**src/hw/rtl/assert_macros.svh**
```systemverilog
// Assertion macros used by the transcoder back end.
`ifndef ASSERT_MACROS_SVH
`define ASSERT_MACROS_SVH
`ifndef ASSERT_OFF
`define CTU_ASSERT(lbl, clk, rstn, prop) \
  lbl: assert property (@(posedge clk) disable iff (!(rstn)) (prop)) \
    else $error("assertion failed");
`define CTU_ASSERT_IMPL(lbl, clk, rstn, ante, cons) \
  lbl: assert property (@(posedge clk) disable iff (!(rstn)) (ante) |-> (cons)) \
    else $error("assertion failed");
`else
`define CTU_ASSERT(lbl, clk, rstn, prop)
`define CTU_ASSERT_IMPL(lbl, clk, rstn, ante, cons)
`endif
`endif

```
**src/hw/rtl/ctu_pkg.sv**
```systemverilog
// Types and constants of the charset transcoder.
package ctu_pkg;

  localparam logic [1:0] ENC_UTF8   = 2'd0;
  localparam logic [1:0] ENC_LATIN1 = 2'd1;
  localparam logic [1:0] ENC_UCS4   = 2'd2;

  localparam logic [1:0] REG_SOURCE = 2'd0;
  localparam logic [1:0] REG_TARGET = 2'd1;
  localparam logic [1:0] REG_ORDER  = 2'd2;

  localparam logic [1:0] ST_OK      = 2'd0;
  localparam logic [1:0] ST_INVALID = 2'd1;
  localparam logic [1:0] ST_UNENC   = 2'd2;
  localparam logic [1:0] ST_ZERO    = 2'd3;

  localparam int CP_W = 21;

  typedef struct packed {
    logic [7:0] in_byte;
    logic       in_last;
  } in_item_t;

  typedef struct packed {
    logic [7:0] out_byte;
    logic [1:0] status;
    logic       run_last;
  } out_item_t;

  typedef struct packed {
    logic [1:0] source_code;
    logic [1:0] target_code;
    logic       ucs4_big_endian;
  } cfg_t;

  // Decoded character handed from front to back: an error status or a code point.
  typedef struct packed {
    logic [1:0]      status;
    logic [CP_W-1:0] cp;
  } job_t;

endpackage

```
**src/hw/rtl/charset_transcoder_unit.sv**
```systemverilog
// Charset transcoder top level: config registers, front decoder, queue, back encoder.
//
// Bytes enter through a queue-style port and are decoded from UTF-8, Latin-1
// or UCS-4 into code points, then re-encoded as UTF-8, Latin-1 or UCS-4 bytes,
// one result byte per transaction, each tagged with a status and run_last on
// the final result of its input byte. The front decoder accepts one byte per
// cycle while the character queue (QUEUE_DEPTH entries) has room; the back
// encoder emits one output byte per cycle while the output is free or taken;
// a character yields 1 to 4 result bytes; an upper-half Latin-1 character
// yields two when encoded as UTF-8. A result passes through the queue, the
// job register and the output register. After an error the
// block drops input silently until a byte with in_last. Config writes are
// accepted every cycle; indexes beyond the register list are ignored.
module charset_transcoder_unit #(
  parameter int QUEUE_DEPTH = 4
) (
  input  logic               clk,
  input  logic               rst_n,
  input  logic               push,
  output logic               full,
  input  ctu_pkg::in_item_t  in_data,
  output logic               empty,
  input  logic               pop,
  output ctu_pkg::out_item_t out_data,
  input  logic               cfg_valid,
  output logic               cfg_ready,
  input  logic [1:0]         cfg_index,
  input  logic [1:0]         cfg_data
);

  ctu_pkg::cfg_t cfg_r, cfg_nxt;
  ctu_pkg::job_t fe_job, q_head;
  logic          fe_push, q_full, q_valid, q_pop;
  logic          accept, out_valid;

  assign cfg_ready = 1'b1;
  assign accept    = push && !q_full;
  assign full      = q_full;
  assign empty     = !out_valid;

  always_comb begin
    cfg_nxt = cfg_r;
    if (cfg_valid) begin
      unique case (cfg_index)
        ctu_pkg::REG_SOURCE: cfg_nxt.source_code     = cfg_data;
        ctu_pkg::REG_TARGET: cfg_nxt.target_code     = cfg_data;
        ctu_pkg::REG_ORDER:  cfg_nxt.ucs4_big_endian = cfg_data[0];
        default: ;
      endcase
    end
  end

  always_ff @(posedge clk) begin
    if (!rst_n) cfg_r <= '0;
    else        cfg_r <= cfg_nxt;
  end

  ctu_front u_front (
    .clk      (clk),
    .rst_n    (rst_n),
    .cfg      (cfg_r),
    .accept   (accept),
    .item     (in_data),
    .job_push (fe_push),
    .job      (fe_job)
  );

  ctu_queue #(
    .DEPTH (QUEUE_DEPTH)
  ) u_queue (
    .clk       (clk),
    .rst_n     (rst_n),
    .push      (fe_push),
    .push_data (fe_job),
    .q_full    (q_full),
    .q_pop     (q_pop),
    .q_valid   (q_valid),
    .head      (q_head)
  );

  ctu_back u_back (
    .clk       (clk),
    .rst_n     (rst_n),
    .cfg       (cfg_r),
    .q_valid   (q_valid),
    .head      (q_head),
    .q_pop     (q_pop),
    .out_item  (out_data),
    .out_valid (out_valid),
    .out_take  (pop)
  );

endmodule

```
**src/hw/rtl/ctu_front.sv**
```systemverilog
// Front end: decodes input bytes into code points and classifies errors.
module ctu_front (
  input  logic              clk,
  input  logic              rst_n,
  input  ctu_pkg::cfg_t     cfg,
  input  logic              accept,
  input  ctu_pkg::in_item_t item,
  output logic              job_push,
  output ctu_pkg::job_t     job
);

  logic [31:0] accum_r, accum_nxt;
  logic [1:0]  pend_r, pend_nxt;
  logic        halt_r, halt_nxt;

  logic [31:0] acc;
  logic [1:0]  pend;
  logic        have;
  logic [1:0]  err;
  logic [7:0]  b;

  always_comb begin
    b    = item.in_byte;
    acc  = accum_r;
    pend = pend_r;
    have = 1'b0;
    err  = ctu_pkg::ST_OK;
    job_push  = 1'b0;
    job       = '0;
    accum_nxt = accum_r;
    pend_nxt  = pend_r;
    halt_nxt  = halt_r;

    if (halt_r) begin
      if (item.in_last) begin
        acc  = '0;
        pend = '0;
      end
      if (accept) begin
        accum_nxt = acc;
        pend_nxt  = pend;
        halt_nxt  = !item.in_last;
      end
    end else begin
      case (cfg.source_code)
        ctu_pkg::ENC_UCS4: begin
          if (pend == 2'd0) begin
            acc  = {24'd0, b};
            pend = 2'd3;
          end else begin
            if (cfg.ucs4_big_endian) begin
              acc = {acc[23:0], b};
            end else begin
              case (pend)
                2'd3:    acc = acc | {16'd0, b, 8'd0};
                2'd2:    acc = acc | {8'd0, b, 16'd0};
                default: acc = acc | {b, 24'd0};
              endcase
            end
            pend = pend - 2'd1;
            have = (pend == 2'd0);
          end
        end
        ctu_pkg::ENC_LATIN1: begin
          acc  = {24'd0, b};
          pend = 2'd0;
          have = 1'b1;
        end
        default: begin
          if (pend == 2'd0) begin
            if (b <= 8'h7f) begin
              acc  = {24'd0, b};
              have = 1'b1;
            end else if (b <= 8'hdf) begin
              acc  = {27'd0, b[4:0]};
              pend = 2'd1;
            end else if (b <= 8'hef) begin
              acc  = {28'd0, b[3:0]};
              pend = 2'd2;
            end else if (b <= 8'hf7) begin
              acc  = {29'd0, b[2:0]};
              pend = 2'd3;
            end else begin
              err = ctu_pkg::ST_INVALID;
            end
          end else begin
            acc  = {acc[25:0], b[5:0]};
            pend = pend - 2'd1;
            have = (pend == 2'd0);
          end
        end
      endcase

      if (err == ctu_pkg::ST_OK && !have && pend != 2'd0 && item.in_last) begin
        err = ctu_pkg::ST_INVALID;
      end

      if (err == ctu_pkg::ST_OK && have) begin
        if (acc == 32'd0) begin
          err = ctu_pkg::ST_ZERO;
        end else if (cfg.target_code == ctu_pkg::ENC_LATIN1) begin
          if (acc > 32'h0000_00ff) err = ctu_pkg::ST_UNENC;
        end else if (acc > 32'h001f_ffff) begin
          err = ctu_pkg::ST_UNENC;
        end
      end

      job.status = err;
      job.cp     = (err == ctu_pkg::ST_OK) ? acc[ctu_pkg::CP_W-1:0] : '0;

      if (accept) begin
        job_push = have || (err != ctu_pkg::ST_OK);
        if (job_push) begin
          accum_nxt = '0;
          pend_nxt  = '0;
          halt_nxt  = (err != ctu_pkg::ST_OK) && !item.in_last;
        end else begin
          accum_nxt = acc;
          pend_nxt  = pend;
        end
      end
    end
  end

  always_ff @(posedge clk) begin
    if (!rst_n) begin
      accum_r <= '0;
      pend_r  <= '0;
      halt_r  <= 1'b0;
    end else begin
      accum_r <= accum_nxt;
      pend_r  <= pend_nxt;
      halt_r  <= halt_nxt;
    end
  end

endmodule

```
**src/hw/rtl/ctu_queue.sv**
```systemverilog
// Short queue of decoded characters between front and back.
module ctu_queue #(
  parameter int DEPTH = 4
) (
  input  logic          clk,
  input  logic          rst_n,
  input  logic          push,
  input  ctu_pkg::job_t push_data,
  output logic          q_full,
  input  logic          q_pop,
  output logic          q_valid,
  output ctu_pkg::job_t head
);

  localparam int PW = (DEPTH > 1) ? $clog2(DEPTH) : 1;
  localparam int CW = $clog2(DEPTH + 1);
  localparam logic [PW-1:0] LAST_PTR = PW'(DEPTH - 1);
  localparam logic [CW-1:0] DEPTH_C  = CW'(DEPTH);

  ctu_pkg::job_t mem_r [DEPTH];
  logic [PW-1:0] wptr_r, wptr_nxt;
  logic [PW-1:0] rptr_r, rptr_nxt;
  logic [CW-1:0] count_r, count_nxt;

  assign q_full  = (count_r == DEPTH_C);
  assign q_valid = (count_r != '0);
  assign head    = mem_r[rptr_r];

  always_comb begin
    wptr_nxt  = wptr_r;
    rptr_nxt  = rptr_r;
    count_nxt = count_r;
    if (push) wptr_nxt = (wptr_r == LAST_PTR) ? '0 : wptr_r + PW'(1);
    if (q_pop) rptr_nxt = (rptr_r == LAST_PTR) ? '0 : rptr_r + PW'(1);
    if (push && !q_pop) count_nxt = count_r + CW'(1);
    else if (!push && q_pop) count_nxt = count_r - CW'(1);
  end

  always_ff @(posedge clk) begin
    if (push) mem_r[wptr_r] <= push_data;
  end

  always_ff @(posedge clk) begin
    if (!rst_n) begin
      wptr_r  <= '0;
      rptr_r  <= '0;
      count_r <= '0;
    end else begin
      wptr_r  <= wptr_nxt;
      rptr_r  <= rptr_nxt;
      count_r <= count_nxt;
    end
  end

endmodule

```
**src/hw/rtl/ctu_back.sv**
```systemverilog
// Back end: encodes one character into output bytes, one per cycle while the output is free or taken.
`include "assert_macros.svh"

module ctu_back (
  input  logic               clk,
  input  logic               rst_n,
  input  ctu_pkg::cfg_t      cfg,
  input  logic               q_valid,
  input  ctu_pkg::job_t      head,
  output logic               q_pop,
  output ctu_pkg::out_item_t out_item,
  output logic               out_valid,
  input  logic               out_take
);

  ctu_pkg::job_t      job_r, job_nxt;
  logic               job_v_r, job_v_nxt;
  logic [1:0]         idx_r, idx_nxt;
  ctu_pkg::out_item_t out_r, out_nxt;
  logic               ov_r, ov_nxt;

  logic [7:0]  bytes [4];
  logic [1:0]  last_idx;
  logic [31:0] cp32;
  logic        out_adv;
  logic        final_byte;

  // Encoder for the character held in job_r.
  always_comb begin
    cp32     = {{(32 - ctu_pkg::CP_W){1'b0}}, job_r.cp};
    bytes[0] = '0;
    bytes[1] = '0;
    bytes[2] = '0;
    bytes[3] = '0;
    last_idx = 2'd0;
    if (job_r.status == ctu_pkg::ST_OK) begin
      case (cfg.target_code)
        ctu_pkg::ENC_LATIN1: begin
          bytes[0] = cp32[7:0];
        end
        ctu_pkg::ENC_UCS4: begin
          last_idx = 2'd3;
          if (cfg.ucs4_big_endian) begin
            bytes[0] = cp32[31:24];
            bytes[1] = cp32[23:16];
            bytes[2] = cp32[15:8];
            bytes[3] = cp32[7:0];
          end else begin
            bytes[0] = cp32[7:0];
            bytes[1] = cp32[15:8];
            bytes[2] = cp32[23:16];
            bytes[3] = cp32[31:24];
          end
        end
        default: begin
          if (cp32 <= 32'h7f) begin
            bytes[0] = cp32[7:0];
          end else if (cp32 <= 32'h7ff) begin
            last_idx = 2'd1;
            bytes[0] = {3'b110, cp32[10:6]};
            bytes[1] = {2'b10, cp32[5:0]};
          end else if (cp32 <= 32'hffff) begin
            last_idx = 2'd2;
            bytes[0] = {4'b1110, cp32[15:12]};
            bytes[1] = {2'b10, cp32[11:6]};
            bytes[2] = {2'b10, cp32[5:0]};
          end else begin
            last_idx = 2'd3;
            bytes[0] = {5'b11110, cp32[20:18]};
            bytes[1] = {2'b10, cp32[17:12]};
            bytes[2] = {2'b10, cp32[11:6]};
            bytes[3] = {2'b10, cp32[5:0]};
          end
        end
      endcase
    end
  end

  always_comb begin
    out_adv    = !ov_r || out_take;
    final_byte = job_v_r && out_adv && (idx_r == last_idx);
    q_pop      = q_valid && (!job_v_r || final_byte);
    job_nxt    = job_r;
    job_v_nxt  = job_v_r;
    idx_nxt    = idx_r;
    out_nxt    = out_r;
    ov_nxt     = ov_r && !out_take;

    if (job_v_r && out_adv) begin
      out_nxt.out_byte = bytes[idx_r];
      out_nxt.status   = job_r.status;
      out_nxt.run_last = (idx_r == last_idx);
      ov_nxt           = 1'b1;
      idx_nxt          = idx_r + 2'd1;
    end
    if (!job_v_r || final_byte) begin
      job_v_nxt = q_valid;
      idx_nxt   = 2'd0;
      if (q_valid) job_nxt = head;
    end
  end

  always_ff @(posedge clk) begin
    job_r <= job_nxt;
    out_r <= out_nxt;
  end

  always_ff @(posedge clk) begin
    if (!rst_n) begin
      job_v_r <= 1'b0;
      idx_r   <= '0;
      ov_r    <= 1'b0;
    end else begin
      job_v_r <= job_v_nxt;
      idx_r   <= idx_nxt;
      ov_r    <= ov_nxt;
    end
  end

  assign out_item  = out_r;
  assign out_valid = ov_r;

  `CTU_ASSERT_IMPL(a_err_single, clk, rst_n, job_v_r && job_r.status != ctu_pkg::ST_OK, last_idx == 2'd0)
  `CTU_ASSERT_IMPL(a_err_byte, clk, rst_n, ov_r && out_r.status != ctu_pkg::ST_OK, out_r.out_byte == 8'd0 && out_r.run_last)
  `CTU_ASSERT_IMPL(a_idx_range, clk, rst_n, job_v_r, idx_r <= last_idx)
  `CTU_ASSERT_IMPL(a_no_gap, clk, rst_n, job_v_r && !ov_r, ##1 ov_r)

endmodule
```
**config.mk**
```make
export PLATFORM = sky130hd
export DESIGN_NAME = charset_transcoder_unit
export DESIGN_NICKNAME = d
export VERILOG_FILES = /design/src/hw/rtl/ctu_pkg.sv /design/src/hw/rtl/charset_transcoder_unit.sv /design/src/hw/rtl/ctu_front.sv /design/src/hw/rtl/ctu_queue.sv /design/src/hw/rtl/ctu_back.sv
export VERILOG_INCLUDE_DIRS = /design/src /design/src/hw/rtl
export SDC_FILE = /design/constraint.sdc
export NUM_CORES = 1
export LEC_CHECK = 0
export ABC_AREA = 1
export BUFFER_PORTS_ARGS = -buffer_cell sky130_fd_sc_hd__buf_2
export CAP_MARGIN = 40
export CORE_MARGIN = 4
export CORE_UTILIZATION = 55
export CTS_CLUSTER_DIAMETER = 30
export DETAILED_ROUTE_END_ITERATION = 12
export PLACE_DENSITY = 0.75
export SLEW_MARGIN = 25
export SYNTH_ARGS = -nofsm -noshare
export SYNTH_HDL_FRONTEND = slang
export SYNTH_SLANG_ARGS = --single-unit
```
**constraint.sdc**
```tcl
create_clock -name clk -period 3.3 [get_ports clk]
set_input_delay 0.165 -clock clk [delete_from_list [all_inputs] [get_ports clk]]
set_output_delay 0.165 -clock clk [all_outputs]
set_load 0.05 [all_outputs]
```
==> impl_metrics.env <==
export IMPL_synth_fa_ha_area_share_pct=2.03
export IMPL_io_buffers=30
export IMPL_cts_buffers=17
export IMPL_cts_repair_resized=0
export IMPL_syn_num_nets=1254
export IMPL_grt_max_degree=47
export IMPL_p_per_area_nw_per_um2=715
export IMPL_worstHoldStart="pop"
export IMPL_critPathMaxStageDelay_ns=0.33
export IMPL_synth_compound_area_share_pct=15.7
export IMPL_vias=8547
export IMPL_wire_per_inst_um=17.7
export IMPL_async_flop_share_pct=0
export IMPL_synth_xor_area_share_pct=0.273
export IMPL_setup_ws_ns=0.237
export IMPL_grt_pass1_wl_um=42800
export IMPL_ys_flop_type="edfxtp_1"
export IMPL_overflow=0
export IMPL_insertion_delay_ns=0.44
export IMPL_area_growth_pct=9.86
export IMPL_min_path_type="in2reg"
export IMPL_die_area_um2=19700
export IMPL_drt_iter0_drc=851
export IMPL_synth_area_um2=9620
export IMPL_synth_mux_area_share_pct=0
export IMPL_cts_setup_buffers=0
export IMPL_syn_inst=1221
export IMPL_clk_pin_slew_ns=0.07
export IMPL_drtPass1Iterations=5
export IMPL_synth_simple_area_share_pct=23.4
export IMPL_row_count=48
export IMPL_clockRootBuffer="clkbuf_16"
export IMPL_core_area_um2=17200
export IMPL_criticalPathCategory="reg2reg"
export IMPL_cts_tree="done"
export IMPL_final_area_um2=10600
export IMPL_nNetsFinal=1276
export IMPL_crit_buf_inv=4
export IMPL_slowest_stage="dfxtp_1"
export IMPL_synth_cell_types=42
export IMPL_cts_num_sinks=177
export IMPL_drc=0
export IMPL_die_h_um=140
export IMPL_start_util_pct=55.8
export IMPL_dpl_instance_area_um2=10000
export IMPL_synth_top_family_by_area="simple AND/OR/NAND/NOR gates"
export IMPL_r2r_start="cfg_r[3]$_SDFFE_PN0P_"
export IMPL_report_final_slew_viol_count=0
export IMPL_synth_edf_count=126
export IMPL_whs_path_depth=3
export IMPL_final_layout_size_suffix_gt1_share_pct=8.93
export IMPL_crit_fanout=23
export IMPL_relSlewSlack_pct=51.5
export IMPL_worstSetupPathDepth=18
export IMPL_cp_data_required_time_ns=3.47
export IMPL_period_share_pct=92.8
export IMPL_skew_ns=0.0180
export IMPL_r2r_worst_path_cells=18
export IMPL_status="completed"
export IMPL_holdBufCountCts=0
export IMPL_worstPathArrival_ns=3.23
export IMPL_die_x_um=140
export IMPL_ant_nets=0
export IMPL_dp_worst_setup_slack_ns=0.172
export IMPL_wirelength_um=26200
export IMPL_crit_chain="inv_1, ha_1, clkinv_1, buf_4, nor2_1, nand2_1, nand2_1, nor2_1, nand2_1, nor2_1, nand2_1, nor2_1, nand2_1, nor2_1, nor2_2, nand3_2, buf_12, nor2_1"
export IMPL_peakVddDrop_mv=0.516
export IMPL_first_global_vias=8252
export IMPL_cpMostUsedCell="nor2_1"
export IMPL_yosys_warnings=0
export IMPL_setup_violations_final=0
export IMPL_pin_count=32
export IMPL_clockBufferDepth=2
export IMPL_antenna_cells=0
export IMPL_track_usage_pct=26.9
export IMPL_avgSynthCellArea_um2=7.88
export IMPL_ys_seq_area_share_pct=49.9
export IMPL_viasPerCell=5.78
export IMPL_end_kind="flip-flop"
export IMPL_timing_final_crit_period_ns=3.06
export IMPL_critical_path_top_delay_family="simple AND/OR/NAND/NOR gates"
export IMPL_h_tree_depth=4
export IMPL_antenna_found_initial=0
export IMPL_rsz0062_at_grt="no"
export IMPL_timing_max_cap_violations=0
export IMPL_p_leak_nw=4.37
export IMPL_tightest_slew_ns=0.727
export IMPL_timing_fmax_mhz=327
export IMPL_final_core_util_pct=61.3
export IMPL_setup_worst_path_start="cfg_r[3]$_SDFFE_PN0P_"
export IMPL_place_congestion=1.00
export IMPL_synth_seq_cells=177
export IMPL_fin_tns_setup_ns=0
export IMPL_hold_viol_final=0
export IMPL_start_kind="flip-flop"
export IMPL_hpwl_um=17800
-- sequential cells by signal, indices dropped and copies added (netlist names), 2 cells and up --
register         count
cfg_r                5
u_back.cp32         21
u_back.idx_r         2
u_back.job_r         2
u_back.out_item     11
u_front.accum_r     32
u_front.pend_r       2
u_queue.count_r      3
u_queue.mem_r       92
u_queue.rptr_r       2
u_queue.wptr_r       2
-- routing by layer --
| metal | global-route usage, % | part of all wire, % | vias to the layer above |
|---|---|---|---|
| met5 | 0 | 0 | - |
| li1 | - | - | 4124 |
| met1 | 36.4 | 43 | 3975 |
| met2 | 43.5 | 47 | 392 |
| met3 | 4.30 | 7.4 | 56 |
| met4 | 10.8 | 2.6 | 0 |
-- cell type report --
cell class / count / area, um^2
repair buffers: 63 / 410
clock inverters: 12 / 83.8
clock buffers: 18 / 429
flip-flops and latches: 177 / 4810
inverters: 142 / 533
fillers: 1493 / 6670
multi-input cells: 842 / 4020
well taps: 225 / 282
-- cells in the mapped netlist (4+ instances only) --
cell type | instances | share of area (%)
nand2_1 | 279 | 11
nor2_1 | 181 | 7.1
inv_1 | 136 | 5.3
edfxtp_1 | 126 | 39
o21ai_0 | 99 | 5.2
a21oi_1 | 94 | 4.9
nand3_1 | 58 | 3.0
dfxtp_1 | 51 | 11
clkbuf_1 | 36 | 1.4
o22ai_1 | 31 | 2.0
buf_2 | 14 | 0.73
ha_1 | 14 | 1.8
nand4_1 | 14 | 0.91
a22oi_1 | 11 | 0.86
nor3_1 | 11 | 0.57
buf_4 | 7 | 0.55
o211ai_1 | 7 | 0.55
o221ai_1 | 7 | 0.64
a31oi_1 | 4 | 0.26
clkinv_1 | 4 | 0.16
nand3_2 | 4 | 0.42
-- cell families (layout without fill, tap and decap cells) --
| logic type | count (synthesis) | after routing |
|---|---|---|
| buffers and inverters | 202 | 235 |
| XOR/XNOR | 3 | 3 |
| adder cells (fa/ha/maj) | 15 | 15 |
| AO/OA/AOI/OAI | 270 | 270 |
| other | 1 | 1 |
| flip-flops | 177 | 177 |
| AND/OR/NAND/NOR | 553 | 553 |
-- layout by cell type, fill, tap and decap left out, types with 4 or more instances in the layout --
cell type	netlist	routed
nand2_1	279	279
nor2_1	181	174
inv_1	136	135
edfxtp_1	126	126
o21ai_0	99	99
a21oi_1	94	94
nand3_1	58	58
dfxtp_1	51	50
buf_4	7	32
o22ai_1	31	31
buf_2	14	30
clkbuf_16	0	17
nand4_1	14	14
ha_1	14	14
nor3_1	11	11
a22oi_1	11	11
o221ai_1	7	7
nor2_2	1	7
o211ai_1	7	7
clkinv_1	4	6
a31oi_1	4	4
-- where the power goes --
group,total (mW),internal (mW),switching (mW),leakage (nW)
Clock,1.82,0.957,0.862,0.250
Sequential,3.24,2.95,0.294,1.60
Combinational,2.49,0.713,1.78,2.52
-- worst min-delay path, delay by kind of cell --
kind | cells | cell delay, ns
compound gates | 1 | 0.06
buf+inv | 1 | 0.07
simple gates | 1 | 0.11
-- final timing paths --
check	to	slack, ns
hold reg to reg	u_front.accum_r[28]$_SDFFE_PN0P_	0.47
setup reg to reg	u_queue.mem_r[2][14]$_DFFE_PP_	0.24
setup / recovery	u_queue.mem_r[2][14]$_DFFE_PP_	0.24
hold / removal	u_back.out_valid$_SDFF_PN0_	0.02
-- metrics by stage --
step | instances | total power [mW] | hold slack (ns)
finish | 1479 | 7.55 | 0.0186
global route | 1479 | 7.97 | 0.00741
CTS | 1479 | 7.54 | 0.00280
detailed placement | 1449 | 5.72 | 0.454
global placement | 1449 | 5.69 | 0.443
floorplan | 1221 | 4.96 | 0.303
Power figures use the tool's default switching activity.
